## src/lfs_pkg.sv

```systemverilog
// Shared types, constants and lookup functions for the line-follow steering block.
// No dependencies; every other file of the block imports this package.
package lfs_pkg;

    // Field and datapath widths
    localparam int SENSORS   = 8;
    localparam int IDX_W     = 3;
    localparam int SERVO_W   = 11;
    localparam int SPAN_W    = SERVO_W + 1;
    localparam int OPND_W    = 16;
    localparam int GAIN_W    = OPND_W;
    localparam int DUTY_W    = 8;
    localparam int POS_W     = 12;
    localparam int WSUM_W    = 16;
    localparam int CNT_W     = 4;
    localparam int SPEED_W   = 9;
    localparam int SPEEDC_W  = 7;
    localparam int DVSR_W    = 5;

    // Bus widths
    localparam int PADDR_W   = 5;
    localparam int PDATA_W   = 32;
    localparam int REG_IDX_W = 3;
    localparam int SDATA_W   = 8;
    localparam int MFIELD_W  = SERVO_W + DUTY_W + 1 + 1 + POS_W;
    localparam int MDATA_W   = 40;
    localparam int MPAD_W    = MDATA_W - MFIELD_W;

    // Register indexes
    localparam logic [REG_IDX_W-1:0] REG_CENTER     = 3'd0;
    localparam logic [REG_IDX_W-1:0] REG_RIGHT      = 3'd1;
    localparam logic [REG_IDX_W-1:0] REG_LEFT       = 3'd2;
    localparam logic [REG_IDX_W-1:0] REG_GAIN_P     = 3'd3;
    localparam logic [REG_IDX_W-1:0] REG_GAIN_I     = 3'd4;
    localparam logic [REG_IDX_W-1:0] REG_GAIN_D     = 3'd5;
    localparam logic [REG_IDX_W-1:0] REG_MAX_SPEED  = 3'd6;
    localparam logic [REG_IDX_W-1:0] REG_TURN_SPEED = 3'd7;

    // Sensor weight fractions
    localparam logic [1:0] PCT_FULL    = 2'd0;
    localparam logic [1:0] PCT_3QUART  = 2'd1;
    localparam logic [1:0] PCT_1QUART  = 2'd2;
    localparam logic [1:0] PCT_TENTH   = 2'd3;

    // Shared unit operations
    localparam logic ALU_OP_MUL = 1'b0;
    localparam logic ALU_OP_DIV = 1'b1;

    // Run-length rules
    localparam logic [CNT_W-1:0]  MAX_RUN_CNT       = 4'd4;
    localparam logic [DVSR_W-1:0] SPEED_DIV_DARK    = 5'd10;
    localparam logic [DVSR_W-1:0] POS_DIV_DARK      = 5'd2;

    typedef struct packed {
        logic [SERVO_W-1:0] center_position;
        logic [SERVO_W-1:0] right_limit;
        logic [SERVO_W-1:0] left_limit;
        logic [GAIN_W-1:0]  gain_p;
        logic [GAIN_W-1:0]  gain_i;
        logic [GAIN_W-1:0]  gain_d;
        logic [DUTY_W-1:0]  max_speed;
        logic [DUTY_W-1:0]  turn_speed;
    } cfg_t;

    localparam cfg_t CFG_RESET = '{
        center_position: 11'd96,
        right_limit:     11'd76,
        left_limit:      11'd116,
        gain_p:          16'd205,
        gain_i:          16'd0,
        gain_d:          16'd0,
        max_speed:       8'd85,
        turn_speed:      8'd85
    };

    typedef struct packed {
        logic start;
        logic op;
        logic clr;
    } alu_cmd_t;

    function automatic logic [1:0] sensor_pct_code(input logic [IDX_W-1:0] idx);
        logic [1:0] code;
        case (idx)
            3'd0, 3'd7: code = PCT_FULL;
            3'd1, 3'd6: code = PCT_3QUART;
            3'd2, 3'd5: code = PCT_1QUART;
            default:    code = PCT_TENTH;
        endcase
        return code;
    endfunction

    function automatic logic [SPEEDC_W-1:0] sensor_speed(input logic [IDX_W-1:0] idx);
        logic [SPEEDC_W-1:0] spd;
        case (idx)
            3'd0, 3'd1, 3'd6, 3'd7: spd = 7'd90;
            3'd2, 3'd5:             spd = 7'd30;
            default:                spd = 7'd5;
        endcase
        return spd;
    endfunction

endpackage

```

## src/lfs_cfg.sv

```systemverilog
// APB-style configuration register file for the line-follow steering block.
// Depends on lfs_pkg for the register map, reset values and cfg_t.
module lfs_cfg (
    input  logic                        aclk,
    input  logic                        aresetn,
    input  logic                        psel,
    input  logic                        penable,
    input  logic                        pwrite,
    input  logic [lfs_pkg::PADDR_W-1:0] paddr,
    input  logic [lfs_pkg::PDATA_W-1:0] pwdata,
    output logic [lfs_pkg::PDATA_W-1:0] prdata,
    output logic                        pready,
    output lfs_pkg::cfg_t               cfg
);
    import lfs_pkg::*;

    cfg_t                 cfg_reg, cfg_next;
    logic [REG_IDX_W-1:0] reg_idx;
    logic                 wr_en;

    assign reg_idx = paddr[PADDR_W-1:2];
    assign wr_en   = psel & penable & pwrite;
    assign pready  = 1'b1;
    assign cfg     = cfg_reg;

    always_comb begin
        cfg_next = cfg_reg;
        if (wr_en) begin
            case (reg_idx)
                REG_CENTER:     cfg_next.center_position = pwdata[SERVO_W-1:0];
                REG_RIGHT:      cfg_next.right_limit     = pwdata[SERVO_W-1:0];
                REG_LEFT:       cfg_next.left_limit      = pwdata[SERVO_W-1:0];
                REG_GAIN_P:     cfg_next.gain_p          = pwdata[GAIN_W-1:0];
                REG_GAIN_I:     cfg_next.gain_i          = pwdata[GAIN_W-1:0];
                REG_GAIN_D:     cfg_next.gain_d          = pwdata[GAIN_W-1:0];
                REG_MAX_SPEED:  cfg_next.max_speed       = pwdata[DUTY_W-1:0];
                REG_TURN_SPEED: cfg_next.turn_speed      = pwdata[DUTY_W-1:0];
                default:        cfg_next = cfg_reg;
            endcase
        end
    end

    always_comb begin
        case (reg_idx)
            REG_CENTER:     prdata = PDATA_W'(cfg_reg.center_position);
            REG_RIGHT:      prdata = PDATA_W'(cfg_reg.right_limit);
            REG_LEFT:       prdata = PDATA_W'(cfg_reg.left_limit);
            REG_GAIN_P:     prdata = PDATA_W'(cfg_reg.gain_p);
            REG_GAIN_I:     prdata = PDATA_W'(cfg_reg.gain_i);
            REG_GAIN_D:     prdata = PDATA_W'(cfg_reg.gain_d);
            REG_MAX_SPEED:  prdata = PDATA_W'(cfg_reg.max_speed);
            REG_TURN_SPEED: prdata = PDATA_W'(cfg_reg.turn_speed);
            default:        prdata = '0;
        endcase
    end

    always_ff @(posedge aclk) begin
        if (!aresetn) begin
            cfg_reg <= CFG_RESET;
        end else begin
            cfg_reg <= cfg_next;
        end
    end

endmodule

```

## src/lfs_weight.sv

```systemverilog
// Per-sensor weight term: a fixed fraction of the steering span, truncated toward zero.
// Depends on lfs_pkg for widths and the sensor fraction table.
module lfs_weight (
    input  logic signed [lfs_pkg::SPAN_W-1:0] span,
    input  logic        [lfs_pkg::IDX_W-1:0]  idx,
    output logic signed [lfs_pkg::SPAN_W-1:0] term
);
    import lfs_pkg::*;

    localparam int MAG_W       = SPAN_W - 1;
    localparam int RECIP_W     = 13;
    localparam int RECIP_SHIFT = 16;
    // 6554 / 65536 is exact floor(m / 10) for every m below 2048
    localparam logic [RECIP_W-1:0] RECIP_TENTH = 13'd6554;

    logic                       neg;
    logic [SPAN_W-1:0]          abs_span;
    logic [MAG_W-1:0]           mag;
    logic [MAG_W+1:0]           triple;
    logic [MAG_W+RECIP_W-1:0]   tenth_prod;
    logic [MAG_W+RECIP_W-1:0]   tenth_shift;
    logic [MAG_W-1:0]           res;

    assign neg         = span[SPAN_W-1];
    assign abs_span    = neg ? -span : span;
    assign mag         = abs_span[MAG_W-1:0];
    assign triple      = {2'b00, mag} + {1'b0, mag, 1'b0};
    assign tenth_prod  = mag * RECIP_TENTH;
    assign tenth_shift = tenth_prod >> RECIP_SHIFT;

    always_comb begin
        case (sensor_pct_code(idx))
            PCT_FULL:   res = mag;
            PCT_3QUART: res = triple[MAG_W+1:2];
            PCT_1QUART: res = mag >> 2;
            PCT_TENTH:  res = tenth_shift[MAG_W-1:0];
            default:    res = mag;
        endcase
    end

    assign term = neg ? -$signed({1'b0, res}) : $signed({1'b0, res});

endmodule

```

## src/lfs_alu.sv

```systemverilog
// Shared iterative unit: shift-add multiply-accumulate and restoring division,
// both running on one adder. Depends on lfs_pkg for operand widths and alu_cmd_t.
module lfs_alu #(
    parameter int ACC_W = 50
) (
    input  logic                        aclk,
    input  logic                        aresetn,
    input  lfs_pkg::alu_cmd_t           cmd,
    input  logic signed [ACC_W-1:0]     mul_cand,
    input  logic [lfs_pkg::OPND_W-1:0]  mul_plier,
    input  logic [lfs_pkg::OPND_W-1:0]  div_dend,
    input  logic [lfs_pkg::DVSR_W-1:0]  div_sor,
    output logic                        busy,
    output logic signed [ACC_W-1:0]     acc,
    output logic [lfs_pkg::OPND_W-1:0]  quot
);
    import lfs_pkg::*;

    localparam int STEP_W = $clog2(OPND_W);

    logic              busy_reg, busy_next;
    logic              op_reg, op_next;
    logic [ACC_W-1:0]  acc_reg, acc_next;
    logic [ACC_W-1:0]  mcand_reg, mcand_next;
    logic [OPND_W-1:0] shf_reg, shf_next;
    logic [STEP_W-1:0] cnt_reg, cnt_next;

    logic [DVSR_W:0]   rem_shift;
    logic [ACC_W-1:0]  rem_ext;
    logic [ACC_W-1:0]  add_a, add_b, add_sum;
    logic              add_cin;
    logic              trial_neg;

    // Remainder shifted left with the next dividend bit
    assign rem_shift = {acc_reg[DVSR_W-1:0], shf_reg[OPND_W-1]};
    assign rem_ext   = {{(ACC_W-DVSR_W-1){1'b0}}, rem_shift};

    always_comb begin
        if (op_reg == ALU_OP_DIV) begin
            add_a   = rem_ext;
            add_b   = ~mcand_reg;
            add_cin = 1'b1;
        end else begin
            add_a   = acc_reg;
            add_b   = shf_reg[0] ? mcand_reg : '0;
            add_cin = 1'b0;
        end
    end

    assign add_sum   = add_a + add_b + ACC_W'(add_cin);
    assign trial_neg = add_sum[ACC_W-1];

    always_comb begin
        busy_next  = busy_reg;
        op_next    = op_reg;
        acc_next   = acc_reg;
        mcand_next = mcand_reg;
        shf_next   = shf_reg;
        cnt_next   = cnt_reg;
        if (cmd.start) begin
            op_next  = cmd.op;
            cnt_next = '0;
            if (cmd.op == ALU_OP_DIV) begin
                acc_next   = '0;
                mcand_next = {{(ACC_W-DVSR_W){1'b0}}, div_sor};
                shf_next   = div_dend;
                busy_next  = 1'b1;
            end else begin
                if (cmd.clr) begin
                    acc_next = '0;
                end
                mcand_next = mul_cand;
                shf_next   = mul_plier;
                busy_next  = (mul_plier != '0);
            end
        end else if (busy_reg) begin
            if (op_reg == ALU_OP_DIV) begin
                acc_next = trial_neg ? rem_ext : add_sum;
                shf_next = {shf_reg[OPND_W-2:0], ~trial_neg};
                cnt_next = cnt_reg + STEP_W'(1);
                if (cnt_reg == STEP_W'(OPND_W - 1)) begin
                    busy_next = 1'b0;
                end
            end else begin
                acc_next   = add_sum;
                mcand_next = mcand_reg << 1;
                shf_next   = shf_reg >> 1;
                // stop once no multiplier bits remain
                busy_next  = (shf_reg[OPND_W-1:1] != '0);
            end
        end
    end

    always_ff @(posedge aclk) begin
        if (!aresetn) begin
            busy_reg <= 1'b0;
        end else begin
            busy_reg <= busy_next;
        end
        op_reg    <= op_next;
        acc_reg   <= acc_next;
        mcand_reg <= mcand_next;
        shf_reg   <= shf_next;
        cnt_reg   <= cnt_next;
    end

    assign busy = busy_reg;
    assign acc  = $signed(acc_reg);
    assign quot = shf_reg;

endmodule

```

## src/line_follow_steering_top.sv

```systemverilog
// Line-follow steering top: sensor scan, position filter, PID and motor duty.
// Each sample runs an eight-sensor scan and one or two 16-step divisions (position, then
// speed unless the sample is a glitch); off the edge-turn path the PID adds three shift-add
// multiplies of up to 16 steps each; the divisions and multiplies share one unit.
// One sample is in work at a time; input is taken again once the result enters the result register.
// Reset (synchronous, aresetn low) clears the filter and PID state and loads default config.
module line_follow_steering_top #(
    parameter int GAIN_FRACTION_BITS = 8,
    parameter int INTEGRAL_BITS      = 32
) (
    input  logic                        aclk,
    input  logic                        aresetn,
    input  logic                        psel,
    input  logic                        penable,
    input  logic                        pwrite,
    input  logic [lfs_pkg::PADDR_W-1:0] paddr,
    input  logic [lfs_pkg::PDATA_W-1:0] pwdata,
    output logic [lfs_pkg::PDATA_W-1:0] prdata,
    output logic                        pready,
    input  logic                        s_axis_tvalid,
    output logic                        s_axis_tready,
    input  logic [lfs_pkg::SDATA_W-1:0] s_axis_tdata,   // [7:0] sensor_bits
    output logic                        m_axis_tvalid,
    input  logic                        m_axis_tready,
    // [10:0] servo_compare, [18:11] motor_duty, [19] brake_pulse, [20] edge_turn,
    // [32:21] line_position, [39:33] zero
    output logic [lfs_pkg::MDATA_W-1:0] m_axis_tdata
);
    import lfs_pkg::*;

    localparam int ACC_W = INTEGRAL_BITS + OPND_W + 2;
    localparam int I_W   = INTEGRAL_BITS;

    localparam logic [3:0] ST_IDLE      = 4'd0;
    localparam logic [3:0] ST_SCAN      = 4'd1;
    localparam logic [3:0] ST_PREP      = 4'd2;
    localparam logic [3:0] ST_DIVP_GO   = 4'd3;
    localparam logic [3:0] ST_DIVP_WAIT = 4'd4;
    localparam logic [3:0] ST_DIVS_WAIT = 4'd5;
    localparam logic [3:0] ST_INTEG     = 4'd6;
    localparam logic [3:0] ST_MULP      = 4'd7;
    localparam logic [3:0] ST_MULI      = 4'd8;
    localparam logic [3:0] ST_MULD      = 4'd9;
    localparam logic [3:0] ST_FIN_A     = 4'd10;
    localparam logic [3:0] ST_FIN_B     = 4'd11;
    localparam logic [3:0] ST_FINISH    = 4'd12;

    cfg_t cfg;

    logic [3:0]                state_reg, state_next;
    logic [IDX_W-1:0]          idx_reg, idx_next;
    logic [SDATA_W-1:0]        bits_reg, bits_next;
    logic signed [WSUM_W-1:0]  total_reg, total_next;
    logic [CNT_W-1:0]          count_reg, count_next;
    logic [SPEED_W-1:0]        speed_reg, speed_next;
    logic                      edge_reg, edge_next;
    logic                      glitch_reg, glitch_next;
    logic                      neg_reg, neg_next;
    logic signed [POS_W-1:0]   pos_reg, pos_next;
    logic signed [WSUM_W-1:0]  prev_sum_reg, prev_sum_next;
    logic [CNT_W-1:0]          prev_cnt_reg, prev_cnt_next;
    logic [SPEED_W-1:0]        prev_speed_reg, prev_speed_next;
    logic [DUTY_W-1:0]         spa_reg, spa_next;
    logic signed [POS_W-1:0]   last_pos_reg, last_pos_next;
    logic signed [I_W-1:0]     integ_reg, integ_next;
    logic [ACC_W-1:0]          mag_reg, mag_next;
    logic signed [ACC_W:0]     wide_reg, wide_next;
    logic                      m_valid_reg, m_valid_next;
    logic [MDATA_W-1:0]        m_data_reg, m_data_next;

    // Scan datapath
    logic signed [SPAN_W-1:0]  rspan, lspan, span_sel, term;
    logic [SPEEDC_W-1:0]       spd_c;

    // Position division setup
    logic                      glitch;
    logic signed [WSUM_W:0]    num_run, num;
    logic [WSUM_W:0]           num_abs;
    logic [DVSR_W-1:0]         sor_pos, sor_spd;
    logic signed [POS_W-1:0]   pos_q;
    logic [DUTY_W:0]           spa_sum;

    // PID and output
    logic [I_W:0]              isum;
    logic signed [POS_W:0]     pos_diff;
    logic [ACC_W-1:0]          acc_abs;
    logic [ACC_W:0]            center_w, mag_w;
    logic [SERVO_W-1:0]        lo, hi, servo_pid, servo_edge, servo;
    logic signed [ACC_W:0]     lo_w, hi_w;
    logic [SPAN_W:0]           e_sum;
    logic [DUTY_W-1:0]         duty;
    logic                      brake;

    // Shared unit
    alu_cmd_t                  alu_cmd;
    logic signed [ACC_W-1:0]   alu_cand;
    logic [OPND_W-1:0]         alu_plier, alu_dend, alu_quot;
    logic [DVSR_W-1:0]         alu_sor;
    logic                      alu_busy;
    logic signed [ACC_W-1:0]   alu_acc;

    lfs_cfg u_cfg (
        .aclk    (aclk),
        .aresetn (aresetn),
        .psel    (psel),
        .penable (penable),
        .pwrite  (pwrite),
        .paddr   (paddr),
        .pwdata  (pwdata),
        .prdata  (prdata),
        .pready  (pready),
        .cfg     (cfg)
    );

    assign rspan    = $signed({1'b0, cfg.right_limit}) - $signed({1'b0, cfg.center_position});
    assign lspan    = $signed({1'b0, cfg.left_limit}) - $signed({1'b0, cfg.center_position});
    assign span_sel = idx_reg[IDX_W-1] ? lspan : rspan;
    assign spd_c    = sensor_speed(idx_reg);

    lfs_weight u_weight (
        .span (span_sel),
        .idx  (idx_reg),
        .term (term)
    );

    lfs_alu #(
        .ACC_W (ACC_W)
    ) u_alu (
        .aclk      (aclk),
        .aresetn   (aresetn),
        .cmd       (alu_cmd),
        .mul_cand  (alu_cand),
        .mul_plier (alu_plier),
        .div_dend  (alu_dend),
        .div_sor   (alu_sor),
        .busy      (alu_busy),
        .acc       (alu_acc),
        .quot      (alu_quot)
    );

    // A jump of more than one lit sensor, or a wide blob, counts as a glitch
    assign glitch = ({1'b0, count_reg} > ({1'b0, prev_cnt_reg} + (CNT_W+1)'(1)))
                  || (count_reg > MAX_RUN_CNT);

    assign num_run = {total_reg[WSUM_W-1], total_reg} + {prev_sum_reg[WSUM_W-1], prev_sum_reg};
    assign num     = glitch ? ((prev_cnt_reg == '0) ? '0
                                : {prev_sum_reg[WSUM_W-1], prev_sum_reg})
                            : num_run;
    assign num_abs = num[WSUM_W] ? -num : num;

    always_comb begin
        if (glitch) begin
            sor_pos = (prev_cnt_reg == '0) ? DVSR_W'(1) : DVSR_W'(prev_cnt_reg);
        end else if (count_reg != '0) begin
            sor_pos = DVSR_W'(count_reg) + DVSR_W'(prev_cnt_reg);
        end else begin
            sor_pos = POS_DIV_DARK;
        end
    end

    // speed / count / 5 equals speed / (5 * count)
    assign sor_spd = (count_reg != '0)
                   ? DVSR_W'({count_reg, 2'b00}) + DVSR_W'(count_reg)
                   : SPEED_DIV_DARK;

    assign pos_q   = neg_reg ? -$signed(alu_quot[POS_W-1:0]) : $signed(alu_quot[POS_W-1:0]);
    assign spa_sum = {1'b0, spa_reg} + {1'b0, alu_quot[DUTY_W-1:0]};

    assign isum     = {integ_reg[I_W-1], integ_reg}
                    + {{(I_W+1-POS_W){pos_reg[POS_W-1]}}, pos_reg};
    assign pos_diff = {pos_reg[POS_W-1], pos_reg} - {last_pos_reg[POS_W-1], last_pos_reg};

    // Shared unit command and operand selection
    always_comb begin
        alu_cmd   = '0;
        alu_dend  = num_abs[OPND_W-1:0];
        alu_sor   = sor_pos;
        alu_cand  = {{(ACC_W-POS_W){pos_reg[POS_W-1]}}, pos_reg};
        alu_plier = cfg.gain_p;
        case (state_reg)
            ST_DIVP_GO: begin
                alu_cmd.start = 1'b1;
                alu_cmd.op    = ALU_OP_DIV;
            end
            ST_DIVP_WAIT: begin
                alu_dend = OPND_W'(speed_reg);
                alu_sor  = sor_spd;
                if (!alu_busy && !glitch_reg) begin
                    alu_cmd.start = 1'b1;
                    alu_cmd.op    = ALU_OP_DIV;
                end
            end
            ST_INTEG: begin
                if (!edge_reg) begin
                    alu_cmd.start = 1'b1;
                    alu_cmd.op    = ALU_OP_MUL;
                    alu_cmd.clr   = 1'b1;
                end
            end
            ST_MULP: begin
                alu_cand  = {{(ACC_W-I_W){integ_reg[I_W-1]}}, integ_reg};
                alu_plier = cfg.gain_i;
                if (!alu_busy) begin
                    alu_cmd.start = 1'b1;
                    alu_cmd.op    = ALU_OP_MUL;
                end
            end
            ST_MULI: begin
                alu_cand  = {{(ACC_W-POS_W-1){pos_diff[POS_W]}}, pos_diff};
                alu_plier = cfg.gain_d;
                if (!alu_busy) begin
                    alu_cmd.start = 1'b1;
                    alu_cmd.op    = ALU_OP_MUL;
                end
            end
            default: alu_cmd = '0;
        endcase
    end

    // Correction magnitude, truncated toward zero
    assign acc_abs  = alu_acc[ACC_W-1] ? -alu_acc : alu_acc;
    assign center_w = {{(ACC_W+1-SERVO_W){1'b0}}, cfg.center_position};
    assign mag_w    = {1'b0, mag_reg};

    assign lo   = (cfg.right_limit < cfg.left_limit) ? cfg.right_limit : cfg.left_limit;
    assign hi   = (cfg.right_limit < cfg.left_limit) ? cfg.left_limit : cfg.right_limit;
    assign lo_w = $signed({{(ACC_W+1-SERVO_W){1'b0}}, lo});
    assign hi_w = $signed({{(ACC_W+1-SERVO_W){1'b0}}, hi});

    always_comb begin
        if (wide_reg < lo_w) begin
            servo_pid = lo;
        end else if (wide_reg > hi_w) begin
            servo_pid = hi;
        end else begin
            servo_pid = wide_reg[SERVO_W-1:0];
        end
    end

    assign e_sum = {pos_reg[POS_W-1], pos_reg} + {2'b00, cfg.center_position};

    always_comb begin
        if (e_sum[SPAN_W]) begin
            servo_edge = '0;
        end else if (e_sum[SPAN_W-1]) begin
            servo_edge = '1;
        end else begin
            servo_edge = e_sum[SERVO_W-1:0];
        end
    end

    assign servo = edge_reg ? servo_edge : servo_pid;
    assign brake = (last_pos_reg != '0);

    always_comb begin
        if (!brake) begin
            duty = cfg.max_speed;
        end else if (cfg.turn_speed > spa_reg) begin
            duty = cfg.turn_speed - spa_reg;
        end else begin
            duty = '0;
        end
    end

    assign s_axis_tready = (state_reg == ST_IDLE);

    always_comb begin
        state_next      = state_reg;
        idx_next        = idx_reg;
        bits_next       = bits_reg;
        total_next      = total_reg;
        count_next      = count_reg;
        speed_next      = speed_reg;
        edge_next       = edge_reg;
        glitch_next     = glitch_reg;
        neg_next        = neg_reg;
        pos_next        = pos_reg;
        prev_sum_next   = prev_sum_reg;
        prev_cnt_next   = prev_cnt_reg;
        prev_speed_next = prev_speed_reg;
        spa_next        = spa_reg;
        last_pos_next   = last_pos_reg;
        integ_next      = integ_reg;
        mag_next        = mag_reg;
        wide_next       = wide_reg;
        m_data_next     = m_data_reg;
        m_valid_next    = m_valid_reg;

        if (m_axis_tready) begin
            m_valid_next = 1'b0;
        end

        case (state_reg)
            ST_IDLE: begin
                if (s_axis_tvalid) begin
                    bits_next  = s_axis_tdata;
                    idx_next   = '0;
                    total_next = '0;
                    count_next = '0;
                    speed_next = '0;
                    state_next = ST_SCAN;
                end
            end
            ST_SCAN: begin
                if (bits_reg[idx_reg]) begin
                    count_next = count_reg + CNT_W'(1);
                    total_next = total_reg + {{(WSUM_W-SPAN_W){term[SPAN_W-1]}}, term};
                    speed_next = speed_reg + SPEED_W'(spd_c);
                end
                idx_next = idx_reg + IDX_W'(1);
                if (idx_reg == IDX_W'(SENSORS - 1)) begin
                    state_next = ST_PREP;
                end
            end
            ST_PREP: begin
                // All dark: hold the previous sample's sums
                if (bits_reg == '0) begin
                    total_next = prev_sum_reg;
                    count_next = prev_cnt_reg;
                    speed_next = prev_speed_reg;
                    edge_next  = 1'b1;
                end else begin
                    edge_next  = bits_reg[0] | bits_reg[SENSORS-1];
                end
                state_next = ST_DIVP_GO;
            end
            ST_DIVP_GO: begin
                glitch_next = glitch;
                neg_next    = num[WSUM_W];
                state_next  = ST_DIVP_WAIT;
            end
            ST_DIVP_WAIT: begin
                if (!alu_busy) begin
                    pos_next   = pos_q;
                    state_next = glitch_reg ? ST_INTEG : ST_DIVS_WAIT;
                end
            end
            ST_DIVS_WAIT: begin
                if (!alu_busy) begin
                    spa_next        = spa_sum[DUTY_W:1];
                    prev_sum_next   = total_reg;
                    prev_cnt_next   = count_reg;
                    prev_speed_next = speed_reg;
                    if (count_reg > CNT_W'(1)) begin
                        edge_next = 1'b0;
                    end
                    state_next = ST_INTEG;
                end
            end
            ST_INTEG: begin
                // Saturate the integral on signed overflow
                if (isum[I_W] != isum[I_W-1]) begin
                    integ_next = isum[I_W] ? {1'b1, {(I_W-1){1'b0}}} : {1'b0, {(I_W-1){1'b1}}};
                end else begin
                    integ_next = isum[I_W-1:0];
                end
                state_next = edge_reg ? ST_FINISH : ST_MULP;
            end
            ST_MULP: begin
                if (!alu_busy) begin
                    state_next = ST_MULI;
                end
            end
            ST_MULI: begin
                if (!alu_busy) begin
                    state_next = ST_MULD;
                end
            end
            ST_MULD: begin
                if (!alu_busy) begin
                    state_next = ST_FIN_A;
                end
            end
            ST_FIN_A: begin
                neg_next   = alu_acc[ACC_W-1];
                mag_next   = acc_abs >> GAIN_FRACTION_BITS;
                state_next = ST_FIN_B;
            end
            ST_FIN_B: begin
                wide_next  = neg_reg ? $signed(center_w - mag_w) : $signed(center_w + mag_w);
                state_next = ST_FINISH;
            end
            ST_FINISH: begin
                // Hold until the result register is free
                if (!m_valid_reg || m_axis_tready) begin
                    m_data_next   = {{MPAD_W{1'b0}}, pos_reg, edge_reg, brake, duty, servo};
                    m_valid_next  = 1'b1;
                    last_pos_next = pos_reg;
                    state_next    = ST_IDLE;
                end
            end
            default: state_next = ST_IDLE;
        endcase
    end

    always_ff @(posedge aclk) begin
        if (!aresetn) begin
            state_reg      <= ST_IDLE;
            m_valid_reg    <= 1'b0;
            prev_sum_reg   <= '0;
            prev_cnt_reg   <= '0;
            prev_speed_reg <= '0;
            spa_reg        <= '0;
            last_pos_reg   <= '0;
            integ_reg      <= '0;
        end else begin
            state_reg      <= state_next;
            m_valid_reg    <= m_valid_next;
            prev_sum_reg   <= prev_sum_next;
            prev_cnt_reg   <= prev_cnt_next;
            prev_speed_reg <= prev_speed_next;
            spa_reg        <= spa_next;
            last_pos_reg   <= last_pos_next;
            integ_reg      <= integ_next;
        end
        idx_reg    <= idx_next;
        bits_reg   <= bits_next;
        total_reg  <= total_next;
        count_reg  <= count_next;
        speed_reg  <= speed_next;
        edge_reg   <= edge_next;
        glitch_reg <= glitch_next;
        neg_reg    <= neg_next;
        pos_reg    <= pos_next;
        mag_reg    <= mag_next;
        wide_reg   <= wide_next;
        m_data_reg <= m_data_next;
    end

    assign m_axis_tvalid = m_valid_reg;
    assign m_axis_tdata  = m_data_reg;

endmodule
```

## config.mk

```make
export PLATFORM = sky130hd
export DESIGN_NAME = line_follow_steering_top
export DESIGN_NICKNAME = d
export VERILOG_FILES = /design/src/lfs_pkg.sv /design/src/lfs_cfg.sv /design/src/lfs_weight.sv /design/src/lfs_alu.sv /design/src/line_follow_steering_top.sv
export SDC_FILE = /design/constraint.sdc
export NUM_CORES = 2
export LEC_CHECK = 0
export ABC_CLOCK_PERIOD_IN_PS = 15000
export BUFFER_PORTS_ARGS = -buffer_cell sky130_fd_sc_hd__buf_2
export CAP_MARGIN = 20
export CORE_MARGIN = 2
export CORE_UTILIZATION = 36
export CTS_CLUSTER_DIAMETER = 100
export DETAILED_ROUTE_END_ITERATION = 10
export PLACE_DENSITY = 0.54
export SETUP_SLACK_MARGIN = 0.5
export SKIP_CTS_REPAIR_TIMING = 1
export SLEW_MARGIN = 30
export SYNTH_ARGS = -nofsm -noshare
export SYNTH_HDL_FRONTEND = slang
export SYNTH_SLANG_ARGS = --single-unit
```

## constraint.sdc

```tcl
create_clock -name aclk -period 15 [get_ports aclk]
set_clock_uncertainty 0.15 [all_clocks]
set_input_delay 0.75 -clock aclk [delete_from_list [all_inputs] [get_ports aclk]]
set_output_delay 0.75 -clock aclk [all_outputs]
set_load 0.005 [all_outputs]
```

# Yosys cells after proc, flatten, opt, wreduce, memory -nomap -nowiden
# Cells that the tools add are included.
# totals
reg_bits	486
in_bits	52
output_inout_bits	75
word_cells	258
# op_classes
addsub	26
multipliers	1
order_cmp	8
n_eq_ne	42
muxes	95
bitwise	6
n_reduce_logical	45
# ops
cell	n
$mux W50	12
$pmux W32 S8	1
$mux W16	9
$pmux W50 S2	1
$mux W49	2
$mux W11	8
$mux W32	2
$mux W4	13
$pmux W4 S13	1
$gt A51 B12 Y1	1
$lt A51 B12 Y1	1
$mux W51	1
$add A50 B1 Y50	1
$add A50 B50 Y50	1
$neg A50 Y50	1
$not A50 Y50	1
$pmux W16 S3	1
$pmux W11 S4	1
$add A11 B42 Y43	1
$sub A11 B42 Y43	1
$mux W12	3
$mux W17	2
$add A32 B12 Y33	1
$pmux W16 S2	1
other kinds (73)	156

# Depth between registers and ports, before layout
# logic_depth
word_depth	11
ltp_mapped	49
mapped_depth_nobuf	47

# Hierarchy
# A second synthesis with hierarchy kept.
# hier_totals
cells_unflattened	4465
area_unflattened_um2	38373.1
# modules_own_cells
mod	n_inst	cells_each	area_per_inst_um2	seq_area_each_um2
line_follow_steering_top	1	2483	21064.0	6946.7
lfs_alu	1	947	8848.5	3613.5
lfs_cfg	1	571	4752.1	1941.9
lfs_weight	1	464	3708.6	0.0

# Least setup slack after synthesis
# Ideal clock, no wire load.
# synth_timing
path_kind	register -> register
from	register idx_reg[2]
to	register total_reg[15] (data pin)
setup_ns	0.136
arrival_ns	11.208
required_time_ns	14.714
setup_slack_ns	3.506
path_stages_with_launch	44
cell_sequence	edfxtp_1 > clkbuf_1 > buf_1 > mux2_2 > ha_1 > clkbuf_1 > nand2_1 > nand2_1 > mux2i_1 > a211oi_1 > o2111ai_1 > nand2_1 > xnor2_1 > inv_1 > ha_1 > inv_1 > fa_1 > fa_1 > [... 8 more ...] > a2111oi_0 > nor3_1 > a2111oi_0 > o211ai_1 > nor4_1 > a21oi_1 > xor2_1 > ha_1 > nand3_1 > nand2_1 > a41o_1 > o41ai_1 > o2111ai_1 > a21oi_1 > xor2_1 > nand3_1 > o221a_2 > nand3b_1
# synth_via
elab_chain_len	10
# synth_rtl
item	line_no	source
start, declared	line_follow_steering_top.sv:51	logic [IDX_W-1:0] idx_reg, idx_next;
start signal, assigned	line_follow_steering_top.sv:416	idx_reg <= idx_next;
$mux W12 (tied with other cells)	line_follow_steering_top.sv:117	assign span_sel = idx_reg[IDX_W-1] ? lspan : rspan;
$neg A11 Y11 / $reduce_or A2 Y1 (equally long branches)	lfs_weight.sv:25, lfs_pkg.sv:84	
$mux W11 / $pmux W2 S3 (equally long branches)	lfs_weight.sv:25, lfs_pkg.sv:84	
$mul A11 B12 Y23 (tied with other cells)	lfs_weight.sv:28	assign tenth_prod = mag * RECIP_TENTH;
$pmux W11 S4	lfs_weight.sv:32	case (sensor_pct_code(idx))
$neg A11 Y12	lfs_weight.sv:41	assign term = neg ? -$signed({1'b0, res}) : $signed({1'b0, res});
$mux W12 (*)	lfs_weight.sv:41	
$add A16 B16 Y16 (*)	line_follow_steering_top.sv:307	total_next = total_reg + {{(WSUM_W-SPAN_W){term[SPAN_W-1]}}, term};
$mux W16 (*)	line_follow_steering_top.sv:305	if (bits_reg[idx_reg]) begin
$pmux W16 S3 (*)	line_follow_steering_top.sv:293	case (state_reg)
named net total_next[15]	line_follow_steering_top.sv:53	logic signed [WSUM_W-1:0] total_reg, total_next;
end signal, assigned	line_follow_steering_top.sv:418	total_reg <= total_next;
end, declared	line_follow_steering_top.sv:53	
# The timed path passes the listed nets; every way through them passes the cells marked *. The select of a mux whose other input is x is not followed.
# A chain may end at the register's enable or synchronous reset.

# Worst setup path after layout
# Ends and elaborated chain as after synthesis.

==> impl_metrics.yaml <==
status:
  outcome: "finished clean"
global_routing:
  grt_pass1_wl_mm: 174
  grt_pass1_vias: 30200
  antenna_found_initial: 0
  grt_max_degree: 97
  overflow: 0
  groute.usage.overall: 0.203
die:
  design.core.area_sq_um: 105000
  die_area_sq_um: 108000
  die_w_um: 329
  io_pins: 127
  initial_core_util: 0.361
  placementRows: 119
  die_y_um: 329
yosys:
  syn-cell-area_sq_um: 37900
  synth-xor-area-share: 0.0616
  synth-edff-count: 291
  synthSimpleGateAreaFrac: 0.172
  yosysWarningCount: 0
  yosysUniqueCellTypes: 89
  synth_top_family_by_area: "compound AO/OA/AOI/OAI gates"
  synthAdderAreaFrac: 0.132
  synthCells: 4440
  synth.area.mux_share: 0.0360
  ys_ff_latch: 479
  yosysSeqAreaShare: 0.329
  syn_avg_cell_area_sq_um: 8.55
  synth_compound_area_frac: 0.219
  synth_ff_type: "edfxtp_1"
  synth_async_sr_flop_share: 0
critical_path:
  r2r_cells: 41
  endpoint_kind: "flip-flop"
  required_ns: 15.35
  critPathKind: "reg -> reg"
  rr_endpoint: "total_reg[15]$_DFFE_PP_"
  cpPeakStageDelay_ns: 0.83
  crit_fanout: 24
  worstSetupStartpointType: "flip-flop"
  cp.arrival_ns: 13.70
  regToRegStartpoint: "idx_reg[2]$_SDFFCE_PN0P_"
  rrSetupSlack_ns: 1.65
  worst_path_max_delay_cell: "a2111oi_0"
cells_and_area:
  diodes: 0
  drive_above_1_share: 0.0756
  fin_nets: 4838
  area_growth_pct: 9.61
  largest_register_ffs: 97
place:
  port_buffers: 84
  dpl.hpwl_mm: 85.1
  gp_congestion: 0.932
timing:
  setup-tns-final_ns: 0
  hold_viol: 0
  setup_viol: 0
  period_share: 0.890
  drv_slew: 0
  relSlewSlack: 0.344
  fin_crit_ns: 13.35
  worstMarginPinSlew_ns: 0.959
  fmax_mhz: 74.9
  rsz0062_at_grt: "no"
drt:
  dr.first_iter.drc_count: 2613
  vias: 32100
  viasPerCell: 5.48
  drc: 0
  drt_pass1_iterations: 6
  final_antenna_net_count: 0
  wirelength_mm: 113
  wl_per_cell_um: 19.2
cts:
  numCtsBuffers: 55
  max-clock-path-buffers: 3
  clkSinkCount: 479
  path_clk_slew_ns: 0.06
  h-tree-depth: 2
  clkLatencyLatePin_ns: 0.63
  cts_root_buf: "clkbuf_16"
  cts_tree: "done"
run:
  cap_violations: 0
hold_path:
  hold_class: "in -> reg"
  worstHoldStart: "s_axis_tdata[2]"
  whs_path_depth: 1
  whs_endpoint: "bits_reg[2]$_DFFE_PP_"
routing by layer:
metal	wire length, um	track usage	up-vias
li1	-	-	15900
met1	56100	0.303	15300
met2	48300	0.314	789
met3	6520	0.0271	103
met4	1730	0.0385	0
met5	0	0	-
cell type report:
type / count / area, sq um
multi-input combinational: 3509 / 23700
timing repair buffer: 137 / 841
tap: 1391 / 1740
sequential: 479 / 12500
fill: 10600 / 63400
clock inverter: 26 / 280
clock buffer: 77 / 1580
inverter: 240 / 901
Yosys cell counts, types with 77 or more instances:
library cell    n  share of area
xor2_1         97          0.022
xnor2_1       170          0.039
nand3_1        88          0.012
o21ai_0       364          0.048
a21oi_1       328          0.043
nor2_1        242          0.024
a21boi_0      126          0.025
mux2i_1        77          0.020
a21o_1         82          0.016
dfxtp_1       188          0.099
inv_1         238          0.024
clkbuf_1      185          0.018
ha_1          314           0.10
nor2b_1        90          0.015
nand2_1       645          0.064
edfxtp_1      291           0.23
logic make-up after synthesis:
family / count (synthesis)
flops: 479
fa+ha+maj: 371
buf+inv: 474
other cells: 2
mux: 122
xor+xnor: 267
compound gates: 1318
simple gates: 1407
cells in the final DEF, fill, tap and decap left out, types with 88 or more instances in the layout:
cell      Yosys  layout
edfxtp_1    291     291
xnor2_1     170     169
a21boi_0    126     126
o21ai_0     364     363
a21oi_1     328     327
xor2_1       97      97
inv_1       238     237
ha_1        314     314
nand3_1      88      88
nor2_1      242     235
nor2b_1      90      90
nand2_1     645     645
dfxtp_1     188     188
worst max-delay path: cells and delay by family (launching register included):
kind	cells	cell delay, ns
XOR/XNOR	3	0.83
buffers and inverters	4	0.73
multiplexers	1	0.40
adder cells (fa/ha/maj)	8	3.40
flip-flops	1	0.32
AO/OA/AOI/OAI	14	5.35
AND/OR/NAND/NOR	11	2.01
per-stage QoR:
stage | instances | setup WS (ns) | cell area (sq um) | utilization | hold WS [ns]
2_1_floorplan | 4462 | 3.51 | 38000 | - | 0.294
3_3_place_gp | 5755 | 1.91 | 39700 | 0.378 | 0.304
3_5_place_dp | 5756 | 1.74 | 39700 | 0.378 | 0.315
4_1_cts | 5859 | 1.71 | 41600 | 0.396 | 0.0995
5_1_grt | 5859 | 0.706 | 41600 | 0.396 | 0.120
6_report | 5859 | 1.65 | 41600 | 0.396 | 0.146
worst max path at each step:
| stage | start | end |
|---|---|---|
| final | idx_reg[2]$_SDFFCE_PN0P_ | total_reg[15]$_DFFE_PP_ |
| after floorplan | idx_reg[2]$_SDFFCE_PN0P_ | total_reg[15]$_DFFE_PP_ |
| after detailed placement | idx_reg[2]$_SDFFCE_PN0P_ | total_reg[15]$_DFFE_PP_ |
| after global routing | idx_reg[2]$_SDFFCE_PN0P_ | total_reg[15]$_DFFE_PP_ |
| after CTS | idx_reg[2]$_SDFFCE_PN0P_ | total_reg[15]$_DFFE_PP_ |
| after global placement | idx_reg[2]$_SDFFCE_PN0P_ | total_reg[15]$_DFFE_PP_ |
Power is not shown: default switching activity piles up to over one toggle a cycle in this logic, so the estimate is an artifact.
